==> src/rtl/core/hktf_pkg.sv <==
`default_nettype none

package hktf_pkg;

   // default table depth
   localparam int unsigned HELD_SLOTS_DEF = 8;

   // keycode translation
   localparam logic [7:0] KEY_OFFSET = 8'd8;
   localparam logic [6:0] PLAIN_MASK = 7'h7f;

   // raw event kinds
   typedef enum logic [1:0] {
      EV_DOWN   = 2'd0,
      EV_UP     = 2'd1,
      EV_ALL_UP = 2'd2,
      EV_SPARE  = 2'd3
   } event_kind_type;

   // controller states
   typedef enum logic [2:0] {
      ST_IDLE,
      ST_DECODE,
      ST_EMIT,
      ST_UP_SCAN,
      ST_FL_PICK,
      ST_FL_EMIT
   } ctl_state_type;

   // controller to datapath
   typedef struct packed {
      logic req_ready;
      logic capture;
      logic wr_slot;
      logic scan_init;
      logic rd_en;
      logic rd_flush;
      logic clear_slot;
      logic out_single;
      logic out_flush;
   } ctl_cmd_type;

   // datapath to controller
   typedef struct packed {
      logic           trk;
      event_kind_type kind;
      logic           any_valid;
      logic           up_hit;
      logic           up_end;
      logic           flush_last;
      logic           out_free;
   } dp_sts_type;

endpackage

`default_nettype wire

==> src/rtl/core/hktf_ifs.sv <==
`default_nettype none

// raw keyboard event channel
interface hktf_req_if;
   logic        valid;
   logic        ready;
   logic [1:0]  event_kind;
   logic [7:0]  key_value;
   logic [31:0] time_ms;

   modport source (output valid, event_kind, key_value, time_ms, input ready);
   modport sink   (input valid, event_kind, key_value, time_ms, output ready);
endinterface

// press / release result channel
interface hktf_rsp_if;
   logic        valid;
   logic        ready;
   logic        is_release;
   logic [7:0]  keycode;
   logic [31:0] stamp_ms;
   logic        last;

   modport source (output valid, is_release, keycode, stamp_ms, last, input ready);
   modport sink   (input valid, is_release, keycode, stamp_ms, last, output ready);
endinterface

`default_nettype wire

==> src/rtl/core/hktf_datapath.sv <==
`default_nettype none

module hktf_datapath #(
   parameter int unsigned HELD_SLOTS = hktf_pkg::HELD_SLOTS_DEF
) (
   input  wire logic                 clock,
   input  wire logic                 reset,
   input  wire logic                 csr_we,
   input  wire logic                 csr_wdata,
   input  wire logic [1:0]           req_event_kind,
   input  wire logic [7:0]           req_key_value,
   input  wire logic [31:0]          req_time_ms,
   input  wire hktf_pkg::ctl_cmd_type cmd,
   output hktf_pkg::dp_sts_type      sts,
   input  wire logic                 rsp_ready,
   output logic                      rsp_valid,
   output logic                      rsp_is_release,
   output logic [7:0]                rsp_keycode,
   output logic [31:0]               rsp_stamp_ms,
   output logic                      rsp_last
);
   import hktf_pkg::*;

   localparam int unsigned IDX_W = (HELD_SLOTS > 1) ? $clog2(HELD_SLOTS) : 1;
   localparam int unsigned CNT_W = $clog2(HELD_SLOTS + 1);

   logic                  mode_ff;
   logic                  trk_ff;
   event_kind_type        kind_ff;
   logic [7:0]            code_ff;
   logic [31:0]           stamp_ff;
   logic [HELD_SLOTS-1:0] valid_ff;
   logic [7:0]            slot_mem [HELD_SLOTS];
   logic [CNT_W-1:0]      scan_ff;
   logic [IDX_W-1:0]      rd_idx_ff;
   logic [7:0]            rd_data_ff;
   logic                  rd_live_ff;
   logic                  rsp_valid_ff;
   logic                  rsp_is_release_ff;
   logic [7:0]            rsp_keycode_ff;
   logic [31:0]           rsp_stamp_ms_ff;
   logic                  rsp_last_ff;

   logic [7:0]            code_in;
   logic [IDX_W-1:0]      first_empty;
   logic [IDX_W-1:0]      first_valid;
   logic                  has_empty;
   logic                  scan_ok;
   logic                  rd_go;
   logic [IDX_W-1:0]      rd_addr;
   logic [HELD_SLOTS-1:0] rd_mask;
   logic                  out_free;

   // keycode translation for the incoming beat
   always_comb begin
      if (mode_ff) begin
         code_in = req_key_value + KEY_OFFSET;
      end else begin
         code_in = {1'b0, req_key_value[6:0] & PLAIN_MASK} + KEY_OFFSET;
      end
   end

   // lowest empty and lowest held slot
   always_comb begin
      first_empty = '0;
      first_valid = '0;
      for (int i = HELD_SLOTS - 1; i >= 0; i--) begin
         if (!valid_ff[i]) first_empty = IDX_W'(i);
         if (valid_ff[i])  first_valid = IDX_W'(i);
      end
   end

   assign has_empty = ~&valid_ff;
   assign scan_ok   = (scan_ff < CNT_W'(HELD_SLOTS));
   assign rd_go     = cmd.rd_en && (cmd.rd_flush || scan_ok);
   assign rd_addr   = cmd.rd_flush ? first_valid : scan_ff[IDX_W-1:0];
   assign rd_mask   = HELD_SLOTS'(1) << rd_idx_ff;
   assign out_free  = !rsp_valid_ff || rsp_ready;

   // mode register
   always_ff @(posedge clock) begin
      if (reset) begin
         mode_ff <= 1'b1;
      end else if (csr_we) begin
         mode_ff <= csr_wdata;
      end
   end

   // captured event
   always_ff @(posedge clock) begin
      if (cmd.capture) begin
         trk_ff   <= mode_ff;
         kind_ff  <= event_kind_type'(req_event_kind);
         code_ff  <= code_in;
         stamp_ff <= req_time_ms;
      end
   end

   // slot valid bits
   always_ff @(posedge clock) begin
      if (reset) begin
         valid_ff <= '0;
      end else if (cmd.wr_slot && has_empty) begin
         valid_ff[first_empty] <= 1'b1;
      end else if (cmd.clear_slot) begin
         valid_ff <= valid_ff & ~rd_mask;
      end
   end

   // slot storage, write side
   always_ff @(posedge clock) begin
      if (cmd.wr_slot && has_empty) begin
         slot_mem[first_empty] <= code_ff;
      end
   end

   // slot storage, registered read
   always_ff @(posedge clock) begin
      if (rd_go) begin
         rd_data_ff <= slot_mem[rd_addr];
         rd_idx_ff  <= rd_addr;
      end
   end

   // scan counter and read tracking
   always_ff @(posedge clock) begin
      if (reset) begin
         scan_ff    <= '0;
         rd_live_ff <= 1'b0;
      end else begin
         rd_live_ff <= rd_go && !cmd.rd_flush;
         if (cmd.scan_init) begin
            scan_ff <= '0;
         end else if (rd_go && !cmd.rd_flush) begin
            scan_ff <= scan_ff + CNT_W'(1);
         end
      end
   end

   // result register
   always_ff @(posedge clock) begin
      if (reset) begin
         rsp_valid_ff <= 1'b0;
      end else if (cmd.out_single || cmd.out_flush) begin
         rsp_valid_ff <= 1'b1;
      end else if (rsp_ready) begin
         rsp_valid_ff <= 1'b0;
      end
   end

   always_ff @(posedge clock) begin
      if (cmd.out_single) begin
         rsp_is_release_ff <= (kind_ff == EV_UP);
         rsp_keycode_ff    <= code_ff;
         rsp_stamp_ms_ff   <= stamp_ff;
         rsp_last_ff       <= 1'b1;
      end else if (cmd.out_flush) begin
         rsp_is_release_ff <= 1'b1;
         rsp_keycode_ff    <= rd_data_ff;
         rsp_stamp_ms_ff   <= stamp_ff;
         rsp_last_ff       <= sts.flush_last;
      end
   end

   // status back to the controller
   always_comb begin
      sts.trk        = trk_ff;
      sts.kind       = kind_ff;
      sts.any_valid  = |valid_ff;
      sts.up_hit     = rd_live_ff && valid_ff[rd_idx_ff] && (rd_data_ff == code_ff);
      sts.up_end     = rd_live_ff && (rd_idx_ff == IDX_W'(HELD_SLOTS - 1));
      sts.flush_last = ((valid_ff & ~rd_mask) == '0);
      sts.out_free   = out_free;
   end

   assign rsp_valid      = rsp_valid_ff;
   assign rsp_is_release = rsp_is_release_ff;
   assign rsp_keycode    = rsp_keycode_ff;
   assign rsp_stamp_ms   = rsp_stamp_ms_ff;
   assign rsp_last       = rsp_last_ff;

endmodule

`default_nettype wire

==> src/rtl/core/hktf_ctrl.sv <==
`default_nettype none

module hktf_ctrl (
   input  wire logic                clock,
   input  wire logic                reset,
   input  wire logic                req_valid,
   input  wire hktf_pkg::dp_sts_type sts,
   output hktf_pkg::ctl_cmd_type    cmd
);
   import hktf_pkg::*;

   ctl_state_type state_ff;
   ctl_state_type state_in;

   // state register
   always_ff @(posedge clock) begin
      if (reset) begin
         state_ff <= ST_IDLE;
      end else begin
         state_ff <= state_in;
      end
   end

   // next state
   always_comb begin
      state_in = state_ff;
      unique case (state_ff)
         ST_IDLE: begin
            if (req_valid) state_in = ST_DECODE;
         end
         ST_DECODE: begin
            if (sts.trk && sts.kind == EV_UP) begin
               state_in = ST_UP_SCAN;
            end else if (sts.trk && sts.kind == EV_ALL_UP) begin
               state_in = sts.any_valid ? ST_FL_PICK : ST_IDLE;
            end else begin
               state_in = ST_EMIT;
            end
         end
         ST_EMIT: begin
            if (sts.out_free) state_in = ST_IDLE;
         end
         ST_UP_SCAN: begin
            if (sts.up_hit || sts.up_end) state_in = ST_EMIT;
         end
         ST_FL_PICK: begin
            state_in = ST_FL_EMIT;
         end
         ST_FL_EMIT: begin
            if (sts.out_free) state_in = sts.flush_last ? ST_IDLE : ST_FL_PICK;
         end
         default: state_in = ST_IDLE;
      endcase
   end

   // commands
   always_comb begin
      cmd = '0;
      unique case (state_ff)
         ST_IDLE: begin
            cmd.req_ready = 1'b1;
            cmd.capture   = req_valid;
         end
         ST_DECODE: begin
            cmd.wr_slot   = sts.trk && (sts.kind == EV_DOWN);
            cmd.scan_init = 1'b1;
         end
         ST_EMIT: begin
            cmd.out_single = sts.out_free;
         end
         ST_UP_SCAN: begin
            cmd.rd_en      = 1'b1;
            cmd.clear_slot = sts.up_hit;
         end
         ST_FL_PICK: begin
            cmd.rd_en    = 1'b1;
            cmd.rd_flush = 1'b1;
         end
         ST_FL_EMIT: begin
            cmd.out_flush  = sts.out_free;
            cmd.clear_slot = sts.out_free;
         end
         default: cmd = '0;
      endcase
   end

endmodule

`default_nettype wire

==> src/rtl/core/held_key_tracker_with_all_up_flush_core.sv <==
`default_nettype none

// Channel   Dir  Handshake       Payload
// req_ch    in   valid / ready   event_kind[1:0], key_value[7:0], time_ms[31:0]
// rsp_ch    out  valid / ready   is_release, keycode[7:0], stamp_ms[31:0], last
// csr       in   csr_we          csr_wdata (tracked_layout)
//
// One event at a time. Plain mode, key down, spare kind: capture, decode, emit.
// Key up scans the slot table one slot a cycle through the registered read
// port until a match or the last slot. All-keys-up picks and emits each key.
// Reset (synchronous) empties the table through the valid bits at once and
// sets tracked mode. A stalled rsp_ch holds the controller in its emit step.

module held_key_tracker_with_all_up_flush_core #(
   parameter int unsigned HELD_SLOTS = hktf_pkg::HELD_SLOTS_DEF
) (
   input  wire logic  clock,
   input  wire logic  reset,
   input  wire logic  csr_we,
   input  wire logic  csr_wdata,
   hktf_req_if.sink   req_ch,
   hktf_rsp_if.source rsp_ch
);
   import hktf_pkg::*;

   ctl_cmd_type cmd;
   dp_sts_type  sts;

   assign req_ch.ready = cmd.req_ready;

   // sequencer
   hktf_ctrl u_ctrl (
      .clock     (clock),
      .reset     (reset),
      .req_valid (req_ch.valid),
      .sts       (sts),
      .cmd       (cmd)
   );

   // slot table, event and result registers
   hktf_datapath #(
      .HELD_SLOTS (HELD_SLOTS)
   ) u_datapath (
      .clock          (clock),
      .reset          (reset),
      .csr_we         (csr_we),
      .csr_wdata      (csr_wdata),
      .req_event_kind (req_ch.event_kind),
      .req_key_value  (req_ch.key_value),
      .req_time_ms    (req_ch.time_ms),
      .cmd            (cmd),
      .sts            (sts),
      .rsp_ready      (rsp_ch.ready),
      .rsp_valid      (rsp_ch.valid),
      .rsp_is_release (rsp_ch.is_release),
      .rsp_keycode    (rsp_ch.keycode),
      .rsp_stamp_ms   (rsp_ch.stamp_ms),
      .rsp_last       (rsp_ch.last)
   );

endmodule

`default_nettype wire
==> src/flat_wrapper.sv <==
// flat-port wrapper written by rule: the top's interface ports become plain ports
module held_key_tracker_with_all_up_flush_core_flat import hktf_pkg::*;
#(
   parameter int unsigned HELD_SLOTS = hktf_pkg::HELD_SLOTS_DEF
)
  (clock, reset, csr_we, csr_wdata, req_ch_valid, req_ch_event_kind, req_ch_key_value, req_ch_time_ms, req_ch_ready, rsp_ch_valid, rsp_ch_is_release, rsp_ch_keycode, rsp_ch_stamp_ms, rsp_ch_last, rsp_ch_ready);
  hktf_req_if req_ch_i ();
  hktf_rsp_if rsp_ch_i ();
  input  wire logic clock;
  input  wire logic reset;
  input  wire logic csr_we;
  input  wire logic csr_wdata;
  input wire logic [$bits(req_ch_i.valid)-1:0] req_ch_valid;
  input wire logic [$bits(req_ch_i.event_kind)-1:0] req_ch_event_kind;
  input wire logic [$bits(req_ch_i.key_value)-1:0] req_ch_key_value;
  input wire logic [$bits(req_ch_i.time_ms)-1:0] req_ch_time_ms;
  output wire logic [$bits(req_ch_i.ready)-1:0] req_ch_ready;
  output wire logic [$bits(rsp_ch_i.valid)-1:0] rsp_ch_valid;
  output wire logic [$bits(rsp_ch_i.is_release)-1:0] rsp_ch_is_release;
  output wire logic [$bits(rsp_ch_i.keycode)-1:0] rsp_ch_keycode;
  output wire logic [$bits(rsp_ch_i.stamp_ms)-1:0] rsp_ch_stamp_ms;
  output wire logic [$bits(rsp_ch_i.last)-1:0] rsp_ch_last;
  input wire logic [$bits(rsp_ch_i.ready)-1:0] rsp_ch_ready;
  assign req_ch_i.valid = req_ch_valid;
  assign req_ch_i.event_kind = req_ch_event_kind;
  assign req_ch_i.key_value = req_ch_key_value;
  assign req_ch_i.time_ms = req_ch_time_ms;
  assign req_ch_ready = req_ch_i.ready;
  assign rsp_ch_valid = rsp_ch_i.valid;
  assign rsp_ch_is_release = rsp_ch_i.is_release;
  assign rsp_ch_keycode = rsp_ch_i.keycode;
  assign rsp_ch_stamp_ms = rsp_ch_i.stamp_ms;
  assign rsp_ch_last = rsp_ch_i.last;
  assign rsp_ch_i.ready = rsp_ch_ready;
  held_key_tracker_with_all_up_flush_core #(.HELD_SLOTS(HELD_SLOTS)) u_core (.clock(clock), .reset(reset), .csr_we(csr_we), .csr_wdata(csr_wdata), .req_ch(req_ch_i), .rsp_ch(rsp_ch_i));
endmodule
==> config.mk <==
export PLATFORM = sky130hd
export DESIGN_NAME = held_key_tracker_with_all_up_flush_core_flat
export DESIGN_NICKNAME = d
export VERILOG_FILES = /design/src/rtl/core/hktf_pkg.sv /design/src/rtl/core/hktf_ifs.sv /design/src/rtl/core/hktf_datapath.sv /design/src/rtl/core/hktf_ctrl.sv /design/src/rtl/core/held_key_tracker_with_all_up_flush_core.sv /design/src/flat_wrapper.sv
export SDC_FILE = /design/constraint.sdc
export NUM_CORES = 1
export LEC_CHECK = 0
export ABC_AREA = 1
export BUFFER_PORTS_ARGS = -buffer_cell sky130_fd_sc_hd__buf_2
export CAP_MARGIN = 15
export CELL_PAD_IN_SITES_DETAIL_PLACEMENT = 0
export CELL_PAD_IN_SITES_GLOBAL_PLACEMENT = 1
export CORE_AREA = 3 3 140 142
export DETAILED_ROUTE_END_ITERATION = 7
export DIE_AREA = 0 0 143 145
export PLACE_DENSITY = 0.72
export SKIP_CTS_REPAIR_TIMING = 1
export SLEW_MARGIN = 30
export SYNTH_ARGS = -nofsm -noshare
export SYNTH_HDL_FRONTEND = slang
export SYNTH_SLANG_ARGS = --single-unit
==> constraint.sdc <==
create_clock -name clock -period 3 [get_ports clock]
set_input_delay 0.6 -clock clock [delete_from_list [all_inputs] [get_ports clock]]
set_output_delay 0.6 -clock clock [all_outputs]
set_load 0.005 [all_outputs]
* Yosys cells after proc, flatten, opt, wreduce, memory -nomap -nowiden
Memories as Yosys holds them, arrays and structs flattened. A register that Yosys moved wholly into a read port is not among the register bits. Cells that the tools add are included.
Word-level totals: register bits after elaboration 106, memory bits (writable) 64, output and inout bits 44, memories kept 1
Operators by class: $add $sub $neg 3, magnitude comparators 4, eq/ne operators 13, shift-type cells 1, mux-type cells 50, bitwise operators 3, reductions and logical operators 28
Memory list:
- u_core.u_datapath.slot_mem | depth 8, width 8, read ports 1, clocked after Yosys merged registers in 1, wr ports 1, line hktf_datapath.sv:33 | logic [7:0] slot_mem [HELD_SLOTS];
Operators by type and width (number):
- two-way mux 3 bit | 25
- two-way mux 32 bit | 2
- two-way mux 8 bit | 5
- one-hot mux 3 bit (6 select lines) | 1
- two-way mux 1 bit | 12
- logical AND 1 bit | 10
- == test 3 bit, second input constant | 3
- adder 7 x 4 -> 8 bit, second input constant | 1
- adder 8 x 4 -> 8 bit, second input constant | 1
- AND 8 bit | 1
- == test 8 bit | 1
- logical NOT 8 bit | 1
- less-than comparator 3 x 4 -> 1 bit, second input constant | 2
- inequality test 2 bit, second input constant | 4
- NOT 8 bit | 1
- bitwise OR 8 bit | 1
- AND reduction 8 bit | 1
- OR reduction 8 bit | 1
- << shifter 1 x 3 -> 8 bit, first input constant | 1
- == test 3 x 2 -> 1 bit, second input constant | 2
- nonzero test 2 bit | 3
- adder 4 x 1 -> 4 bit, second input constant | 1
- logical OR 1 bit | 4
- less-than comparator 4 bit, second input constant | 1
- other kinds (13) | 17

* Depth between registers and ports, before layout
depth in word-level cells 14, gate-level depth with buffers 15, mapped depth without buffers 14

* By module
Synthesis repeated with hierarchy kept, for this count alone.
Unflattened totals: cells, all modules 653, area total of the unflattened synthesis 7350.8 µm²
Modules (own cells, without submodules):
- hktf_datapath | instances 1, cells each 594, area an instance 7064.3 µm², seq. area each 5094.9 µm²
- hktf_ctrl | instances 1, cells each 59, area an instance 286.5 µm², seq. area each 60.1 µm²

* Least setup slack after synthesis
OpenSTA, ideal clock, no wires.
kind in2reg, start point in req_ch_valid, end point reg u_core.u_datapath.code_ff[0] (enable), library setup time 0.443 ns, arrival time 2.436 ns, path slack 0.120 ns, stages on the path 2, buffers on the path 0, cells stage by stage inv_1 -> nor2_1
RTL lines:
- start, declared | line flat_wrapper.sv:13 | input wire logic [$bits(req_ch_i.valid)-1:0] req_ch_valid;
- end signal, assigned | line hktf_datapath.sv:94 | code_ff <= code_in;
- end, declared | line hktf_datapath.sv:30 | logic [7:0] code_ff;

* Final worst setup path
start point reg u_core.u_ctrl.state_ff[0], end point reg u_core.u_datapath.rd_data_ff[7] (read register of u_core.u_datapath.slot_mem), data pin
Between the ends: cells in the longest elaborated chain, start to end 4
RTL lines:
- start, declared | line hktf_ctrl.sv:12 | ctl_state_type state_ff;
- start signal, assigned | line hktf_ctrl.sv:20 | state_ff <= state_in;
- == test 3 x 2 -> 1 bit or == test 3 bit (tied branches) | line hktf_ctrl.sv:59 | unique case (state_ff)
- OR reduction 2 bit (no line) or two-way mux 1 bit (tied branches)
- two-way mux 1 bit or logical OR 1 bit (tied branches) | line hktf_ctrl.sv:59, hktf_datapath.sv:75
- logical AND 1 bit | line hktf_datapath.sv:75 | assign rd_go = cmd.rd_en && (cmd.rd_flush || scan_ok);
- end, declared | line hktf_datapath.sv:36 | logic [7:0] rd_data_ff;
Several ways; a longest one is shown, not always the timed one. A chain may end at the register's enable or synchronous reset.

==> flow_metrics.env <==
export IMPL_status="finished clean"
export IMPL_grt_pass1_wl_mm=26.2
export IMPL_syn_instance_count=684
export IMPL_ys_seq_elements=178
export IMPL_slew_viol_final=0
export IMPL_hold_class="primary input to register"
export IMPL_synthTopCellsByCount="nand2_1, edfxtp_1, inv_1"
export IMPL_dieArea_mm2=0.0207
export IMPL_ys_seq_area_frac=0.697
export IMPL_path_clk_slew_ns=0.07
export IMPL_cts_sinks=178
export IMPL_dp_cells=1004
export IMPL_initial_core_util=0.398
export IMPL_tritoncts="yes"
export IMPL_fin_worst_skew_ns=0.0140
export IMPL_seq_power_share=0.544
export IMPL_yosys_top_cells_area="edfxtp_1, nand2_1, inv_1"
export IMPL_place_area_mm2=0.00814
export IMPL_path_max_fanout=33
export IMPL_fill_cells=1679
export IMPL_syn2layout_area_growth_pct=17.9
export IMPL_port_buffers=91
export IMPL_p_per_area_mw_per_mm2=641
export IMPL_finalPower_w=0.00558
export IMPL_vias=4980
export IMPL_setup_viol=0
export IMPL_endpoint_kind="register"
export IMPL_dpl_worst_slack_ns=0.330
export IMPL_ys_flop_type="edfxtp_1"
export IMPL_pwr_share_clk=0.376
export IMPL_post_route_period_util=0.813
export IMPL_synth_fp_nets=734
export IMPL_grt_overflow=0
export IMPL_antenna_found_initial=0
export IMPL_setup_worst_path_class="register to register"
export IMPL_path_cells="nor2_2 -> inv_2 -> nor2_8 -> inv_2 -> nor2_2 -> nand2_2 -> nand2_4 -> nand2_1 -> nand3_1 -> nand2_1 -> nand2_1 -> nand2_1"
export IMPL_slowest_delay_ns=0.50
export IMPL_die_height_um=145
export IMPL_clock_fmax_ghz=0.410
export IMPL_finalHoldViolCount=0
export IMPL_grt_max_degree=42
export IMPL_htreeDepth=4
export IMPL_fp_dieW_um=143
export IMPL_clkLatencyLatePin_ns=0.43
export IMPL_max_slew_worst_pin_slew_ns=0.663
export IMPL_leakage_nw=3.68
export IMPL_synth_edf_count=159
export IMPL_core_area_mm2=0.0186
export IMPL_rsz0062_at_grt="no"
export IMPL_layout_drive_gt1_share=0.191
export IMPL_crit_family="simple AND/OR/NAND/NOR gates"
export IMPL_cap_violations=0
export IMPL_wl_per_cell_um=15.9
export IMPL_fin_crit_ns=2.44
export IMPL_cts_made_buffers=17
export IMPL_yosysWarnings=0
export IMPL_relSlewSlack=0.556
export IMPL_yosysUniqueCellTypes=33
export IMPL_ios=92
export IMPL_power_share_combinational=0.081
export IMPL_row_count=50
export IMPL_finalNonFillerCells=1036
export IMPL_multiInputGateArea_mm2=0.00171
export IMPL_crit_top_cell="nand2_1"
export IMPL_cp_slowest_cell="nand2_4"
export IMPL_grt_pass1_vias=4962
export IMPL_clockBufferDepth=2
export IMPL_crit_buf_inv=2
export IMPL_holdPathStages=1
export IMPL_grt_usage=0.163
export IMPL_internal_power_w=0.00418
export IMPL_diodes=0
export IMPL_p_switching_w=0.00140
export IMPL_arrival_ns=2.62
export IMPL_synth_area_leader_cell="edfxtp_1"
export IMPL_cts_root_buf="clkbuf_16"
export IMPL_crit_path_start_kind="register"
export IMPL_dr_pass1_iters=5
export IMPL_ant_nets=0
export IMPL_fin_setup_tns_ns=0
export IMPL_fin_ws_ns=0.561
export IMPL_stdcell_area_mm2=0.00871
export IMPL_critical_path_cell_count=12
export IMPL_num_nets_final=839
export IMPL_vias_per_cell=4.81
export IMPL_route_detailed_drc=0
export IMPL_wl_mm=16.5
export IMPL_swShare=0.251
export IMPL_dpl_hpwl_mm=11.4
export IMPL_worstPathRequired_ns=3.18
export IMPL_drt_iter0_markers=346
export IMPL_syn_area_mm2=0.00739
export IMPL_async_flop_share=0
export IMPL_ir_drop_v=0.000407
export IMPL_seqCellArea_mm2=0.00515
export IMPL_gp_congestion=0.797
export IMPL_synth_most_common_cell="nand2_1"
export IMPL_synth_top_area_frac=0.646
export IMPL_reg2reg_depth=12
export IMPL_syn_area_per_cell_um2=10.8
## state kept, by name (all words and copies together) (netlist names)
name / flops
u_core.u_datapath.rsp_valid: 1
u_core.u_datapath.rd_idx_ff: 3
u_core.u_datapath.kind_ff: 2
u_core.u_datapath.code_ff: 8
u_core.u_ctrl.state_ff: 3
u_core.u_datapath.rd_data_ff: 8
u_core.u_datapath.valid_ff: 8
u_core.u_datapath.mode_ff: 1
u_core.u_datapath.scan_ff: 4
u_core.u_datapath.rsp_last: 1
u_core.u_datapath.rsp_is_release: 1
u_core.u_datapath.slot_mem: 64
u_core.u_datapath.rsp_stamp_ms: 32
u_core.u_datapath.stamp_ff: 32
u_core.u_datapath.rd_live_ff: 1
u_core.u_datapath.rsp_keycode: 8
u_core.u_datapath.trk_ff: 1
## worst register-to-register path: stages, from the launching register on
cell     delay (ns)
dfxtp_1        0.35
nor2_2         0.15
inv_2          0.08
nor2_8         0.15
inv_2          0.08
nor2_2         0.09
nand2_2        0.40
nand2_4        0.51
nand2_1        0.11
nand3_1        0.09
nand2_1        0.07
nand2_1        0.06
nand2_1        0.05
## per-stage QoR
| step | utilization | hold WS [ns] |
|---|---|---|
| final | 0.469 | 0.340 |
| after global routing | 0.469 | 0.327 |
| after global placement | 0.438 | 0.401 |
| after floorplan | - | 0.400 |
| after detailed placement | 0.438 | 0.405 |
| after CTS | 0.468 | 0.323 |
## cell usage in the layout (no fill, tap or decap), drive strengths merged, types with 2 or more instances in the layout
cell type / Yosys / layout
a31oi: 2 / 2
a21oi: 16 / 16
inv: 121 / 130
nand3: 85 / 85
dfxtp: 19 / 19
xnor2: 2 / 2
clkinvlp: 0 / 2
o21ai: 30 / 30
nand3b: 2 / 2
xor2: 2 / 2
nand2: 170 / 170
ha: 2 / 2
clkinv: 0 / 3
nor3: 7 / 7
nand4: 3 / 3
clkbuf: 2 / 18
nor2: 43 / 43
edfxtp: 159 / 159
buf: 14 / 102
## power by group through the flow
| stage | Combinational [W] | Clock [W] | Sequential (W) |
|---|---|---|---|
| floorplan | 0.000268 | 0 | 0.00307 |
| global placement | 0.000445 | 0 | 0.00308 |
| detailed placement | 0.000454 | 0 | 0.00309 |
| CTS | 0.000456 | 0.00215 | 0.00304 |
| global route | 0.000515 | 0.00223 | 0.00305 |
| finish | 0.000451 | 0.00210 | 0.00303 |
## worst paths after layout
path                                                          startpoint                                           end  slack, ns
worst max register to register    u_core.u_ctrl.state_ff[0]$_SDFFE_PP0P_     u_core.u_datapath.rd_data_ff[7]$_DFFE_PP_       0.56
worst min register to register  u_core.u_datapath.stamp_ff[30]$_DFFE_PP_  u_core.u_datapath.rsp_stamp_ms[30]$_DFFE_PP_       0.42
worst max-delay path              u_core.u_ctrl.state_ff[0]$_SDFFE_PP0P_     u_core.u_datapath.rd_data_ff[7]$_DFFE_PP_       0.56
worst min-delay path                                req_ch_event_kind[0]        u_core.u_datapath.kind_ff[0]$_DFFE_PP_       0.34
## final cells by class
type / count / share of cell area
Sequential cell: 178 / 0.592
Clock inverter: 14 / 0.0154
Tap cell: 234 / 0.0336
Timing Repair Buffer: 102 / 0.0617
Inverter: 121 / 0.0521
Clock buffer: 18 / 0.0493
Multi-Input combinational cell: 369 / 0.196
## routing by layer
| metal | wire length (µm) | up-vias | GRT usage | share of wire |
|---|---|---|---|---|
| li1 | - | 2474 | - | - |
| met1 | 7750 | 2392 | 0.227 | 0.47 |
| met2 | 7990 | 96 | 0.259 | 0.49 |
| met3 | 496 | 18 | 0.0293 | 0.030 |
| met4 | 231 | 0 | 0.0542 | 0.014 |
| met5 | 0 | - | 0 | 0 |
## kinds of logic after synthesis
| group | Yosys count | share of synthesized area |
|---|---|---|
| compound gates | 51 | 0.0372 |
| xor+xnor | 4 | 0.00474 |
| fa+ha+maj | 2 | 0.00339 |
| buf+inv | 137 | 0.0738 |
| flops | 178 | 0.697 |
| simple gates | 312 | 0.183 |
Power figures use the tool's default switching activity.
